[src/hdl/sgd_pkg.sv]
// Shared widths, defaults and the signed mapping for the signed Elias gamma decoder.
package sgd_pkg;

    localparam int unsigned BYTE_W         = 8;
    localparam int unsigned VAL_W          = 31;
    localparam int unsigned RUN_W          = 5;
    localparam int unsigned SLOT_W         = $clog2(BYTE_W);
    localparam int unsigned MAX_PREFIX_DEF = 30;

    typedef logic [BYTE_W-1:0] t_byte;
    typedef logic [VAL_W-1:0]  t_val;
    typedef logic [RUN_W-1:0]  t_run;
    typedef logic [SLOT_W-1:0] t_slot;

    // odd b gives (b-1)/2, even b gives -(b/2), both modulo 2^VAL_W
    function automatic t_val map_signed(input t_val b);
        t_val half;
        half = b >> 1;
        if (b[0]) begin
            map_signed = half;
        end else begin
            map_signed = t_val'(~half + t_val'(1));
        end
    endfunction

endpackage

[src/hdl/signed_elias_gamma_decoder.sv]
// Signed Elias gamma decoder: byte input register, byte-wide decode, per-bit result register.
//
// Input channel: i_in_valid / o_in_ready carry one byte of code bits, MSB first,
// on i_data_byte. Output channel: o_out_valid / i_out_ready carry one decoded
// result per transfer (o_decoded_value, o_prefix_error, o_last_of_byte).
// A byte yields zero to eight results; o_last_of_byte marks the final one of
// each byte. Bytes that only extend a zero prefix yield nothing.
// A transferred byte waits in the input register, is decoded as it loads into
// the result register, and its results transfer from there.
// Throughput: one byte per cycle while each byte yields at most one result
// and i_out_ready stays high; a byte with several results occupies the output
// port until its last one is taken. The output port, one result per transfer, sets the rate.
// The input register keeps taking a byte while results of the previous byte
// still wait, so a stall on the output holds one extra byte, then o_in_ready
// falls until the last result of the pending byte is taken.
// Reset (i_rst_n low, synchronous) empties both registers and returns the
// decoder to counting a fresh zero prefix.
module signed_elias_gamma_decoder #(
    parameter int unsigned MAX_PREFIX = sgd_pkg::MAX_PREFIX_DEF
) (
    input  logic                i_clk,
    input  logic                i_rst_n,
    input  logic                i_in_valid,
    output logic                o_in_ready,
    input  sgd_pkg::t_byte      i_data_byte,
    output logic                o_out_valid,
    input  logic                i_out_ready,
    output logic signed [sgd_pkg::VAL_W-1:0] o_decoded_value,
    output logic                o_prefix_error,
    output logic                o_last_of_byte
);
    import sgd_pkg::*;

    localparam t_run MaxRun = t_run'(MAX_PREFIX);

    // input register
    logic               r_in_vld;
    t_byte              r_in_byte;

    // decoder state
    t_run               r_zero_run,   n_zero_run;
    logic               r_collecting, n_collecting;
    t_run               r_bits_left,  n_bits_left;
    t_val               r_acc,        n_acc;

    // result register, one slot per code bit of the byte
    logic [BYTE_W-1:0]  r_res_vld,    n_res_vld;
    logic [BYTE_W-1:0]  r_res_err,    n_res_err;
    t_val               r_res_b [BYTE_W];
    t_val               n_res_b [BYTE_W];

    t_slot              w_sel;
    logic               w_fire_out;
    logic               w_res_free;
    logic               w_load;

    // --- drain side: earliest code bit first, i.e. highest slot ---
    always_comb begin
        w_sel = '0;
        for (int i = 0; i < int'(BYTE_W); i++) begin
            if (r_res_vld[i]) begin
                w_sel = t_slot'(i);
            end
        end
    end

    assign o_out_valid     = |r_res_vld;
    assign o_decoded_value = map_signed(r_res_b[w_sel]);
    assign o_prefix_error  = r_res_err[w_sel];
    assign o_last_of_byte  = ((r_res_vld & (r_res_vld - BYTE_W'(1))) == '0);

    assign w_fire_out = o_out_valid & i_out_ready;
    assign w_res_free = !o_out_valid || (w_fire_out && o_last_of_byte);
    assign w_load     = r_in_vld && w_res_free;
    assign o_in_ready = !r_in_vld || w_load;

    // --- decode of the registered byte, one step per code bit ---
    always_comb begin
        t_run zr;
        logic col;
        t_run bl;
        t_val acc;
        logic bt;
        zr  = r_zero_run;
        col = r_collecting;
        bl  = r_bits_left;
        acc = r_acc;
        n_res_vld = '0;
        n_res_err = '0;
        for (int i = int'(BYTE_W) - 1; i >= 0; i--) begin
            bt = r_in_byte[i];
            n_res_b[i] = '0;
            if (col) begin
                acc = {acc[VAL_W-2:0], bt};
                bl  = bl - t_run'(1);
                if (bl == '0) begin
                    n_res_vld[i] = 1'b1;
                    n_res_b[i]   = acc;
                    col          = 1'b0;
                    acc          = '0;
                end
            end else if (!bt) begin
                if (zr >= MaxRun) begin
                    // prefix overflow: error result, start a new prefix
                    n_res_vld[i] = 1'b1;
                    n_res_err[i] = 1'b1;
                    zr  = '0;
                    bl  = '0;
                    acc = '0;
                end else begin
                    zr = zr + t_run'(1);
                end
            end else if (zr == '0) begin
                n_res_vld[i] = 1'b1;
                n_res_b[i]   = t_val'(1);
            end else begin
                col = 1'b1;
                bl  = zr;
                acc = t_val'(1);
                zr  = '0;
            end
        end
        n_zero_run   = zr;
        n_collecting = col;
        n_bits_left  = bl;
        n_acc        = acc;
    end

    always_ff @(posedge i_clk) begin
        if (!i_rst_n) begin
            r_in_vld     <= 1'b0;
            r_zero_run   <= '0;
            r_collecting <= 1'b0;
            r_bits_left  <= '0;
            r_acc        <= '0;
            r_res_vld    <= '0;
        end else begin
            if (o_in_ready) begin
                r_in_vld <= i_in_valid;
            end
            if (w_load) begin
                r_zero_run   <= n_zero_run;
                r_collecting <= n_collecting;
                r_bits_left  <= n_bits_left;
                r_acc        <= n_acc;
                r_res_vld    <= n_res_vld;
            end else if (w_fire_out) begin
                r_res_vld[w_sel] <= 1'b0;
            end
        end
    end

    always_ff @(posedge i_clk) begin
        if (o_in_ready && i_in_valid) begin
            r_in_byte <= i_data_byte;
        end
        if (w_load) begin
            r_res_err <= n_res_err;
            r_res_b   <= n_res_b;
        end
    end

`ifndef SYNTH
    a_err_value_zero: assert property (@(posedge i_clk) disable iff (!i_rst_n)
        o_out_valid && o_prefix_error |-> o_decoded_value == '0)
        else $error("prefix error result carries a non-zero value");

    a_run_bounded: assert property (@(posedge i_clk) disable iff (!i_rst_n)
        r_zero_run <= MaxRun)
        else $error("zero run beyond prefix limit");

    a_collect_len: assert property (@(posedge i_clk) disable iff (!i_rst_n)
        r_collecting |-> r_bits_left != '0)
        else $error("suffix collection with no bits left");

    a_byte_not_cut: assert property (@(posedge i_clk) disable iff (!i_rst_n)
        w_fire_out && !o_last_of_byte |=> o_out_valid)
        else $error("results of a byte lost before its last one");

    a_state_hold: assert property (@(posedge i_clk) disable iff (!i_rst_n)
        !w_load |=> $stable(r_zero_run) && $stable(r_collecting) && $stable(r_acc))
        else $error("decoder state moved without a byte");
`endif

endmodule
[config.mk]
export PLATFORM = sky130hd
export DESIGN_NAME = signed_elias_gamma_decoder
export DESIGN_NICKNAME = d
export VERILOG_FILES = /design/src/hdl/sgd_pkg.sv /design/src/hdl/signed_elias_gamma_decoder.sv
export SDC_FILE = /design/constraint.sdc
export NUM_CORES = 1
export LEC_CHECK = 0
export ABC_CLOCK_PERIOD_IN_PS = 10990
export BUFFER_PORTS_ARGS = -buffer_cell sky130_fd_sc_hd__buf_4
export CAP_MARGIN = 5
export CORE_ASPECT_RATIO = 1.4
export CORE_MARGIN = 1
export CORE_UTILIZATION = 58
export DETAILED_ROUTE_END_ITERATION = 7
export GPL_TIMING_DRIVEN = 0
export PLACE_DENSITY = 0.78
export SLEW_MARGIN = 20
export SYNTH_ARGS = -nofsm -noshare
export SYNTH_HDL_FRONTEND = slang
export SYNTH_SLANG_ARGS = --single-unit
[constraint.sdc]
create_clock -name i_clk -period 10.99 [get_ports i_clk]
set_clock_uncertainty 0.15 [all_clocks]
set_input_delay 1.099 -clock i_clk [delete_from_list [all_inputs] [get_ports i_clk]]
set_output_delay 1.099 -clock i_clk [all_outputs]
set_load 0.03 [all_outputs]
Word-level counts from Yosys, hierarchy flattened
Index checks and enable logic that the tools add are counted.
{"block": "op_classes", "reduce_logical": 35, "n_mux": 225, "n_bitwise": 6, "n_addsub": 18, "magnitude_cmp": 11}
{"op": "$mux 31", "count": 59}
{"op": "$mux 5", "count": 64}
{"op": "$bmux 31 s3", "count": 1}
{"op": "$mux 1", "count": 91}
{"op": "$logic_not 5->1", "count": 16}
{"op": "$add 5x1->5 const B", "count": 8}
{"op": "$ge 5x5->1 const B", "count": 8}
{"op": "$sub 5x1->5 const B", "count": 8}
{"op": "$add 31x1->31 const B", "count": 1}
{"op": "$not 30->31", "count": 1}
{"op": "$and 8x8->8", "count": 2}
{"op": "$mux 8", "count": 2}
{"op": "$reduce_or 2->1", "count": 8}
{"op": "$mux 3", "count": 5}
{"op": "$logic_not 8->1", "count": 1}
{"op": "$not 8->8", "count": 1}
{"op": "$reduce_or 8->1", "count": 1}
{"op": "$sub 8x1->8 const B", "count": 1}
{"op": "$ge 4x4->1 const B", "count": 1}
{"op": "$logic_and 1x1->1", "count": 4}
{"op": "$lt 3x4->1 const B", "count": 1}
{"op": "$not 3->4", "count": 1}
{"op": "$bmux 1 s3", "count": 1}
{"op": "$demux 1 s3", "count": 1}
{"op": "6 further kinds", "count": 8}
{"block": "word_totals", "wordCells": 318, "regBits": 315, "output_inout_bits": 35}

Longest topological paths before layout
Gate-level depths: netlist (run 1).
{"block": "logic_depth", "word_depth": 33, "depth_mapped": 52, "depth_no_buf": 47}

Least setup slack after synthesis (run 1)
OpenSTA, ideal clock, no wires.
{"block": "synth_path", "path_type": "register to register", "start": "register r_zero_run[0]", "end": "register r_acc[14]", "t_arrival_ps": 10087, "path_slack_ps": 285, "stages_incl_launch_ff": 49, "cell_sequence": "dfxtp_1 -> inv_1 -> ha_1 -> o2111ai_1 -> a21oi_1 -> or2_2 -> ha_1 -> a221oi_1 -> a22oi_2 -> a21o_2 -> a21o_1 -> ha_1 -> nor3_1 -> nor4_4 -> nor4_1 -> or2_1 -> buf_2 -> ha_1 -> [13 not listed] -> nor2_1 -> inv_1 -> ha_1 -> or2_2 -> o32ai_1 -> a31oi_4 -> nand2b_1 -> mux2i_1 -> inv_1 -> ha_1 -> o21ai_0 -> a21oi_1 -> a31oi_1 -> a211oi_2 -> buf_4 -> buf_6 -> a32oi_1 -> a21oi_1"}
{"block": "synth_via", "elab_chain_len": 32, "elab_cells_between_ends": 159, "cone_classes": "14 x add/sub; 8 x order compare; 122 x mux; 15 x reduce/logical"}
{"item": "from (decl)", "line_no": "signed_elias_gamma_decoder.sv:41", "text": "t_run r_zero_run, n_zero_run;"}
{"item": "from (signal assigned)", "line_no": "signed_elias_gamma_decoder.sv:142", "text": "r_zero_run <= n_zero_run;"}
{"item": "$add 5x1->5 (tied with other cells)", "line_no": "signed_elias_gamma_decoder.sv:111", "text": "zr = zr + t_run'(1);"}
{"item": "$mux 5 (on tied branches)", "line_no": "signed_elias_gamma_decoder.sv:103, signed_elias_gamma_decoder.sv:113"}
{"item": "$mux 5", "line_no": "signed_elias_gamma_decoder.sv:102", "text": "end else if (!bt) begin"}
{"item": "$mux 5", "line_no": "signed_elias_gamma_decoder.sv:93", "text": "if (col) begin"}
{"item": "$add 5x1->5 (tied with other cells)", "line_no": "signed_elias_gamma_decoder.sv:111"}
{"item": "$mux 5 (on tied branches)", "line_no": "signed_elias_gamma_decoder.sv:103, signed_elias_gamma_decoder.sv:113"}
{"item": "$mux 5", "line_no": "signed_elias_gamma_decoder.sv:102"}
{"item": "$mux 5", "line_no": "signed_elias_gamma_decoder.sv:93"}
{"item": "[16 not listed]"}
{"item": "$ge 5x5->1 (tied with other cells)", "line_no": "signed_elias_gamma_decoder.sv:103", "text": "if (zr >= MaxRun) begin"}
{"item": "$mux 5 (on tied branches)", "line_no": "signed_elias_gamma_decoder.sv:103, signed_elias_gamma_decoder.sv:113"}
{"item": "$mux 5", "line_no": "signed_elias_gamma_decoder.sv:102"}
{"item": "$mux 5", "line_no": "signed_elias_gamma_decoder.sv:93"}
{"item": "$sub 5x1->5 (tied with other cells)", "line_no": "signed_elias_gamma_decoder.sv:95", "text": "bl = bl - t_run'(1);"}
{"item": "$logic_not 5->1 (tied with other cells)", "line_no": "signed_elias_gamma_decoder.sv:96", "text": "if (bl == '0) begin"}
{"item": "$mux 31 (on tied branches)", "line_no": "signed_elias_gamma_decoder.sv:96, signed_elias_gamma_decoder.sv:102"}
{"item": "$mux 31 *", "line_no": "signed_elias_gamma_decoder.sv:93"}
{"item": "to (signal assigned)", "line_no": "signed_elias_gamma_decoder.sv:145", "text": "r_acc <= n_acc;"}
{"item": "to (decl)", "line_no": "signed_elias_gamma_decoder.sv:44", "text": "t_val r_acc, n_acc;"}
Mark *: on every way between the ends. The rest lies on a longest branch, timed or not.
A chain may end at the register's enable or synchronous reset.

Final worst setup path (run 1)
{"block": "layout_path", "start": "register r_zero_run[0]", "end": "register r_acc[20]"}
Same word-level chain as after synthesis.

==> metrics.md, run 1 <==
| Metric | Value |
|---|---|
| Status | complete, but fails checks |
| Failing checks | design-rule violations |
| Startpoint types | register |
| Final Wtd Congestion | ~1.1 |
| Yosys Warn Count | 0 |
| Min-delay src | r_res_vld[1]$_SDFFE_PN0P_ |
| Count leader, synth | nor2_1 |
| Critical-path top delay cell | o31ai_2 |
| Slowest stage delay, CP | 0.50 ns |
| Synthesized cell area | approximately 21000 um2 |
| Setup violators final | 0 |
| Cell count after synthesis | 2289 |
| Tcrit/Tclk final | 0.974 |
| Root buf cell | clkbuf_16 |
| Die area | 37000 um2 |
| Deepest clock path buffer count | 3 |
| Clk sinks | 314 |
| First-pass GRT wire length | 121 mm |
| Nets | about 2500 |
| Final setup margin | 0.287 ns |
| Worst r2r src | r_zero_run[0]$_SDFFE_PN0P_ |
| DRC viols | 6 |
| Ys flop type | edfxtp_1 |
| Num CTS Buffers | 30 |
| Worst EP arrival | around 11 ns |
| Worst-path maximum fanout | 10 |
| GR Overflow Total | 0 |
| Fmax | 0.0934 GHz |
| CTS HTree Levels | 1 |
| WP data required | 11.31 ns |
| 1st-iter DRT viols | 3278 |
| Setup slack at placement | -2.21 ns |
| Total Wirelength | slightly above 80 mm |
| Ratio of cells with drive above 1 in the final layout | 0.143 |
| Worst-margin pin slew | 1.12 ns |
| Post-synthesis sequential area ratio | 0.425 |
| Final hold vios | 0 |
| Die Ht | 227 um |
| # IOs | 47 |
| CTS tree | done |
| Initial antenna violation count | 3 |
| Asr flop ratio synth | 0 |
| Crit. End Element | register |
| Worst-path clk slew | 0.07 ns |
| Top post-synthesis cells by area | edfxtp_1 (38%), nor2_1 (5.0%), dfxtp_1 (4.8%), nand2_1 (4.3%), mux4_2 (3.4%) |
| Wire per inst | about 29 um |
| Max_slew headroom | 0.253 |
| Crit path top cell by count | ha_1 |
| Core Rows | 82 |
| Synth cell types | 122 |
| Post-synth EDFFs | 264 |
| Tmin final | 10.70 ns |
| Worst-skew pair later-pin latency | 0.60 ns |
| Die extent in x | 163 um |
| FF+latch count, synth | 314 |
| Core Footprint | 35800 um2 |
| MaxCap Viol Count | 0 |
| Synth top area share | 0.377 |
| Synth area leader | edfxtp_1 |
| Worst Setup SP | r_zero_run[0]$_SDFFE_PN0P_ |
| DP HPWL | 61.7 mm |
| Antenna-violating nets left | 0 |
| Initial core utilization | 0.587 |
| Vias per cell | 7.15 |
| Syn_area_per_cell | roughly 9.2 um2 |
| Area growth, synth to finish | 12.6% |
| ANT cells | 0 |
| Worst hold path class | register to register |
| Via count | slightly above 20000 |
| Crit path kind | register to register |
| Most instantiated cells after synthesis | nor2_1 (280), edfxtp_1 (264), nand2_1 (243) |
| Final Max Tran Viols | 0 |
| Setup TNS Final | 0 ns |
| GRT Util Overall | 0.446 |
| I/O Buffers | 46 |
| Pre-antenna DRT Iters | 8 |
| Syn_nets | 2340 |
| Largest net degree at the start of global routing | 61 |
| Vias in the first global route | 19800 |
-- layout make-up --
cell class	instances	area [um2]
clock buffers	41	853
multi-input cells	1758	11500
well taps	462	578
clock inverters	15	121
inverters	57	214
plain buffers	160	726
repair buffers	82	712
flip-flops and latches	314	8930
fillers	2973	12100
-- timing repair --
| item | in CTS | in global routing |
|---|---|---|
| hold buffers | 0 | 0 |
| pin swaps | 6 | 14 |
| buffers inserted | 7 | 22 |
| resized for setup | 34 | 42 |
| endpoints found under the setup margin | 126 | 106 |
-- cell families after synthesis --
group | count (synthesis) | share of synthesized area
AO/OA/AOI/OAI | 650 | 0.222
XOR/XNOR | 54 | 0.0225
adder cells (fa/ha/maj) | 40 | 0.0237
buffers and inverters | 217 | 0.0440
flip-flops | 314 | 0.425
multiplexers | 47 | 0.0415
AND/OR/NAND/NOR | 967 | 0.222
-- critical path, delay by kind of cell (launching register included) --
family                   cells  cell delay [ns]
adder cells (fa/ha/maj)      7             1.61
AO/OA/AOI/OAI               18             3.66
buffers and inverters        7             0.99
flip-flops                   1             0.46
AND/OR/NAND/NOR             12             3.16
multiplexers                 2             0.55
-- path summary, 6_finish.rpt --
| path | to | slack [ns] | depth (start not counted) |
|---|---|---|---|
| hold / removal | r_res_vld[1]$_SDFFE_PN0P_ | 0.38 | 2 |
| setup / recovery | r_acc[20]$_SDFFE_PN0P_ | 0.29 | 46 |
| setup reg to reg | r_acc[20]$_SDFFE_PN0P_ | 0.29 | 46 |
| hold reg to reg | r_res_vld[1]$_SDFFE_PN0P_ | 0.38 | 2 |
-- metal layers --
metal	global-route usage	wire [um]	part of all wire
met5	0	42	0.00051
met1	0.483	26900	0.32
met2	0.746	39600	0.48
met4	0.396	8930	0.11
met3	0.0836	7550	0.091
-- through the flow --
step                std cells  hold slack [ns]  utilization  area, um2
global placement         2797            0.357        0.613      22000
floorplan                2289            0.327            -      21000
detailed placement       2804            0.358        0.618      22100
finish                   2889            0.376        0.661      23700
CTS                      2867            0.371        0.652      23300
global route             2889            0.389        0.661      23700
-- flip-flops by register name, indices dropped and copies added, names as in the netlist --
register      cells
r_res_vld         8
r_res_err         8
r_in_vld          1
r_bits_left       5
r_in_byte         8
r_res_b         248
r_collecting      1
r_zero_run        5
r_acc            30
-- cells in the final DEF, fill, tap and decap left out, types with 10 or more instances in the layout --
cell type | Yosys | routed
nor2_1 | 280 | 276
edfxtp_1 | 264 | 264
nand2_1 | 243 | 242
a21oi_1 | 136 | 129
o21ai_0 | 130 | 129
nand3_1 | 100 | 100
clkbuf_1 | 89 | 92
buf_4 | 10 | 85
nor3_1 | 72 | 68
dfxtp_1 | 50 | 48
inv_1 | 47 | 46
and2_1 | 44 | 43
nand2b_1 | 40 | 39
a31oi_1 | 41 | 38
and3_1 | 37 | 37
ha_1 | 39 | 37
buf_2 | 34 | 33
nor2b_1 | 33 | 33
xnor2_1 | 32 | 32
mux4_2 | 32 | 32
a222oi_1 | 32 | 32
clkbuf_16 | 0 | 31
a22oi_1 | 30 | 29
a32oi_1 | 27 | 24
o211ai_1 | 23 | 23
xor2_1 | 22 | 22
buf_1 | 23 | 21
or3_1 | 20 | 20
o22ai_1 | 21 | 18
nor4_1 | 17 | 16
o31ai_1 | 19 | 16
or2_2 | 14 | 14
mux2i_1 | 13 | 12
nand4_1 | 12 | 12
a21oi_2 | 4 | 11
a21o_1 | 11 | 10
Power of run 1 is left out: the tool's default activity adds up to more than one toggle a clock period on the data nets, which glitch-free logic cannot reach.
==> run 2: changes to the inputs <==
ABC_AREA = 1   (was unset)
==> run 2 against run 1 <==
Via count up 6.2%. Count of clock-buffer cells in the layout up 2. Sequential share of layout area shrank 0.71 points. Setup slack improved by 1.3 ns. Flip-flop and latch count unchanged. Final cell count up 24%. Register-to-register slack gained 1.3 ns. Maximum frequency rose by 14%. Synthesized cell count up 31%. The run now ends clean. Area after synthesis rose by 4.7%.
==> metrics.md, run 2 <==
| Metric | Value |
|---|---|
| Final Max Tran Viols | 0 (unchanged) |
| Vias in the first global route | 21200 (+7.1%) |
| Busiest grt layer | met2 |
| Crit path kind | register to register |
| Commonest non-fill, non-tap cell in the layout | nand2_1 |
| Initial antenna violation count | 1 (-2) |
| Worst-margin pin slew | 1.27 ns (+0.154 ns) |
| Crit path max-delay family | simple AND/OR/NAND/NOR gates |
| Die Ht | 233 um (+2.3%) |
| Crit path buffers/inverters | 14 (+7) |
| Worst-path maximum fanout | 10 (unchanged) |
| Regs by FF count | r_res_b x248, r_acc x30 |
| MaxCap Viol Count | 0 (unchanged) |
| Pre-antenna DRT Iters | 7 (-1) |
| Synth area leader | edfxtp_1 |
| Met1 usage | 0.444 (-0.0390) |
| Root buf cell | clkbuf_16 |
| CTS Hold Bufs | 0 (unchanged) |
| Post-synthesis sequential area ratio | 0.406 (-0.0189) |
| Worst Setup SP | r_zero_run[0]$_SDFFE_PN0P_ |
| Asr flop ratio synth | 0 (unchanged) |
| Final hold vios | 0 (unchanged) |
| Top reg by flops | r_res_b |
| CTS HTree Levels | 2 (+1) |
| Worst hold path class | register to register |
| Antenna-violating nets left | 0 (unchanged) |
| Num CTS Buffers | 34 (+13%) |
| Synth top area share | 0.360 (-0.0168) |
| Post-CTS sizing | 0 (-100%) |
| Most instantiated cells after synthesis | nand2_1 (546), nor2_1 (534), inv_1 (373) |
| Worst-skew pair later-pin latency | 0.54 ns (-0.06 ns) |
| Vias per cell | 6.13 (-14%) |
| Sequential cell area | 8930 um2 (about the same) |
| M2 GR Usage | 0.709 (-0.0373) |
| Fillers | 3409 (+15%) |
| Setup Fix Bufs, Post-CTS | 0 (-7) |
| Multi-input logic area | 10800 um2 (-6.1%) |
| 1st-iter DRT viols | 2527 (-23%) |
| Commonest cells after routing, fill and taps aside | nand2_1 (546), nor2_1 (534), inv_1 (373) |
| Synth cell types | 54 (-56%) |
| Slowest stage delay, CP | 0.43 ns (-0.07 ns) |
| Fmax | 0.107 GHz (+14%) |
| Worst EP arrival | 9.67 ns (-1.35 ns) |
| Worst r2r src | r_zero_run[0]$_SDFFE_PN0P_ |
| Deepest clock path buffer count | 3 (unchanged) |
| Post-synth EDFFs | 264 (unchanged) |
| Number of flip-flops in the largest register | 248 (unchanged) |
| Critical-path top delay cell | dfxtp_1 |
| Count leader, synth | nand2_1 |
| Yosys Warn Count | 0 (unchanged) |
| First-pass GRT wire length | 122 mm (+0.96%) |
| Syn_nets | 3051 (+30%) |
| Hold depth | 2 (unchanged) |
| Total Wirelength | 81.4 mm (-1.9%) |
| DRC viols | 0 (-6) |
| DP HPWL | 61.6 mm (-0.22%) |
| Min-delay src | r_res_vld[6]$_SDFFE_PN0P_ |
| Via count | 22000 (+6.2%) |
| I/O Buffers | 46 (unchanged) |
| Top post-synthesis cells by area | edfxtp_1 (36%), nand2_1 (9.3%), nor2_1 (9.1%), inv_1 (6.4%), nand3_1 (5.3%) |
| Cell count after synthesis | 3000 (+31%) |
| Setup violators final | 0 (unchanged) |
| Ratio of cells with drive above 1 in the final layout | 0.106 (-0.0372) |
| Max_slew headroom | 0.151 (-0.102) |
| Tmin final | 9.38 ns (-1.33 ns) |
| Nets | 3136 (+28%) |
| Status | finished, final reports clean |
| Reg2reg path depth | 60 (+30%) |
| Crit path top cell by count | nand2_1 |
| CTS tree | done |
| Largest net degree at the start of global routing | 106 (+74%) |
| Tcrit/Tclk final | 0.853 (-0.121) |
| Wire per inst | 22.7 um (-21%) |
| Initial core utilization | 0.587 (-0.000688) |
| Clk sinks | 314 (unchanged) |
| # IOs | 47 (unchanged) |
| FF+latch count, synth | 314 (unchanged) |
| Crit. End Element | register |
| Die area | 38700 um2 (+4.6%) |
| Setup TNS Final | 0 ns (unchanged) |
| Crit. path cell count | 60 (+30%) |
| GR Overflow Total | 0 (unchanged) |
| RSZ-0062 raised after global routing | no |
| GRT Util Overall | 0.423 (-0.0230) |
| Syn_area_per_cell | 7.34 um2 (-20%) |
| Startpoint types | register |
| Worst-path clk slew | 0.06 ns (about the same) |
| Final Wtd Congestion | 0.987 (-7.0%) |
| Die extent in x | 167 um (+2.3%) |
| WP data required | 11.29 ns (-0.02 ns) |
| Synthesized cell area | 22000 um2 (+4.7%) |
| Area growth, synth to finish | 9.63% |
| Core Rows | 84 (+2.4%) |
| Ys flop type | edfxtp_1 |
| Met3 Use GR | 0.0682 (-0.0154) |
| WHS | 0.345 ns (-0.0308 ns) |
| Core Footprint | 37500 um2 (+4.8%) |
[run 2: logic make-up after synthesis]
logic type,share of synthesized area
buf+inv,0.104
simple gates,0.319
fa+ha+maj,0.0222
flops,0.406
compound gates,0.136
xor+xnor,0.0127
[run 2: worst register-to-register path, delay by kind of cell (launching register included)]
family / cells / cell delay [ns]
flip-flops: 1 / 0.43
buffers and inverters: 14 / 1.50
adder cells (fa/ha/maj): 8 / 1.77
AND/OR/NAND/NOR: 34 / 4.43
AO/OA/AOI/OAI: 4 / 1.01
[run 2: final timing paths]
kind | end | slack, ns
setup / recovery | r_acc[29]$_SDFFE_PN0P_ | 1.61
hold / removal | r_res_vld[6]$_SDFFE_PN0P_ | 0.35
setup reg to reg | r_acc[29]$_SDFFE_PN0P_ | 1.61
hold reg to reg | r_res_vld[6]$_SDFFE_PN0P_ | 0.35
[run 2: layout make-up]
cell class | count | share of cell area
inverter | 415 | 0.0647
antenna | 1 | 0.000104
clock inverter | 16 | 0.00643
sequential | 314 | 0.370
tap | 473 | 0.0245
multi-input combinational | 2119 | 0.449
buffer | 152 | 0.0304
timing repair buffer | 49 | 0.0169
clock buffer | 43 | 0.0375
[run 2: metrics by stage]
stage          worst slack [ns]  utilization  cells  area, um2
2_1_floorplan              3.62            -   3000      22000
3_3_place_gp               1.92        0.612   3519      22900
3_5_place_dp               1.77        0.614   3521      23000
4_1_cts                    1.73        0.642   3580      24100
5_1_grt                   0.750        0.643   3581      24100
6_report                   1.61        0.643   3582      24100
[run 2: layer usage]
layer,share of wire,vias up,routed length [um]
met5,0.00022,-,18
met4,0.12,2,9880
met3,0.076,394,6200
met2,0.47,1249,38200
met1,0.33,10200,27200
li1,-,10100,-
Power of run 2 is left out for the same reason.
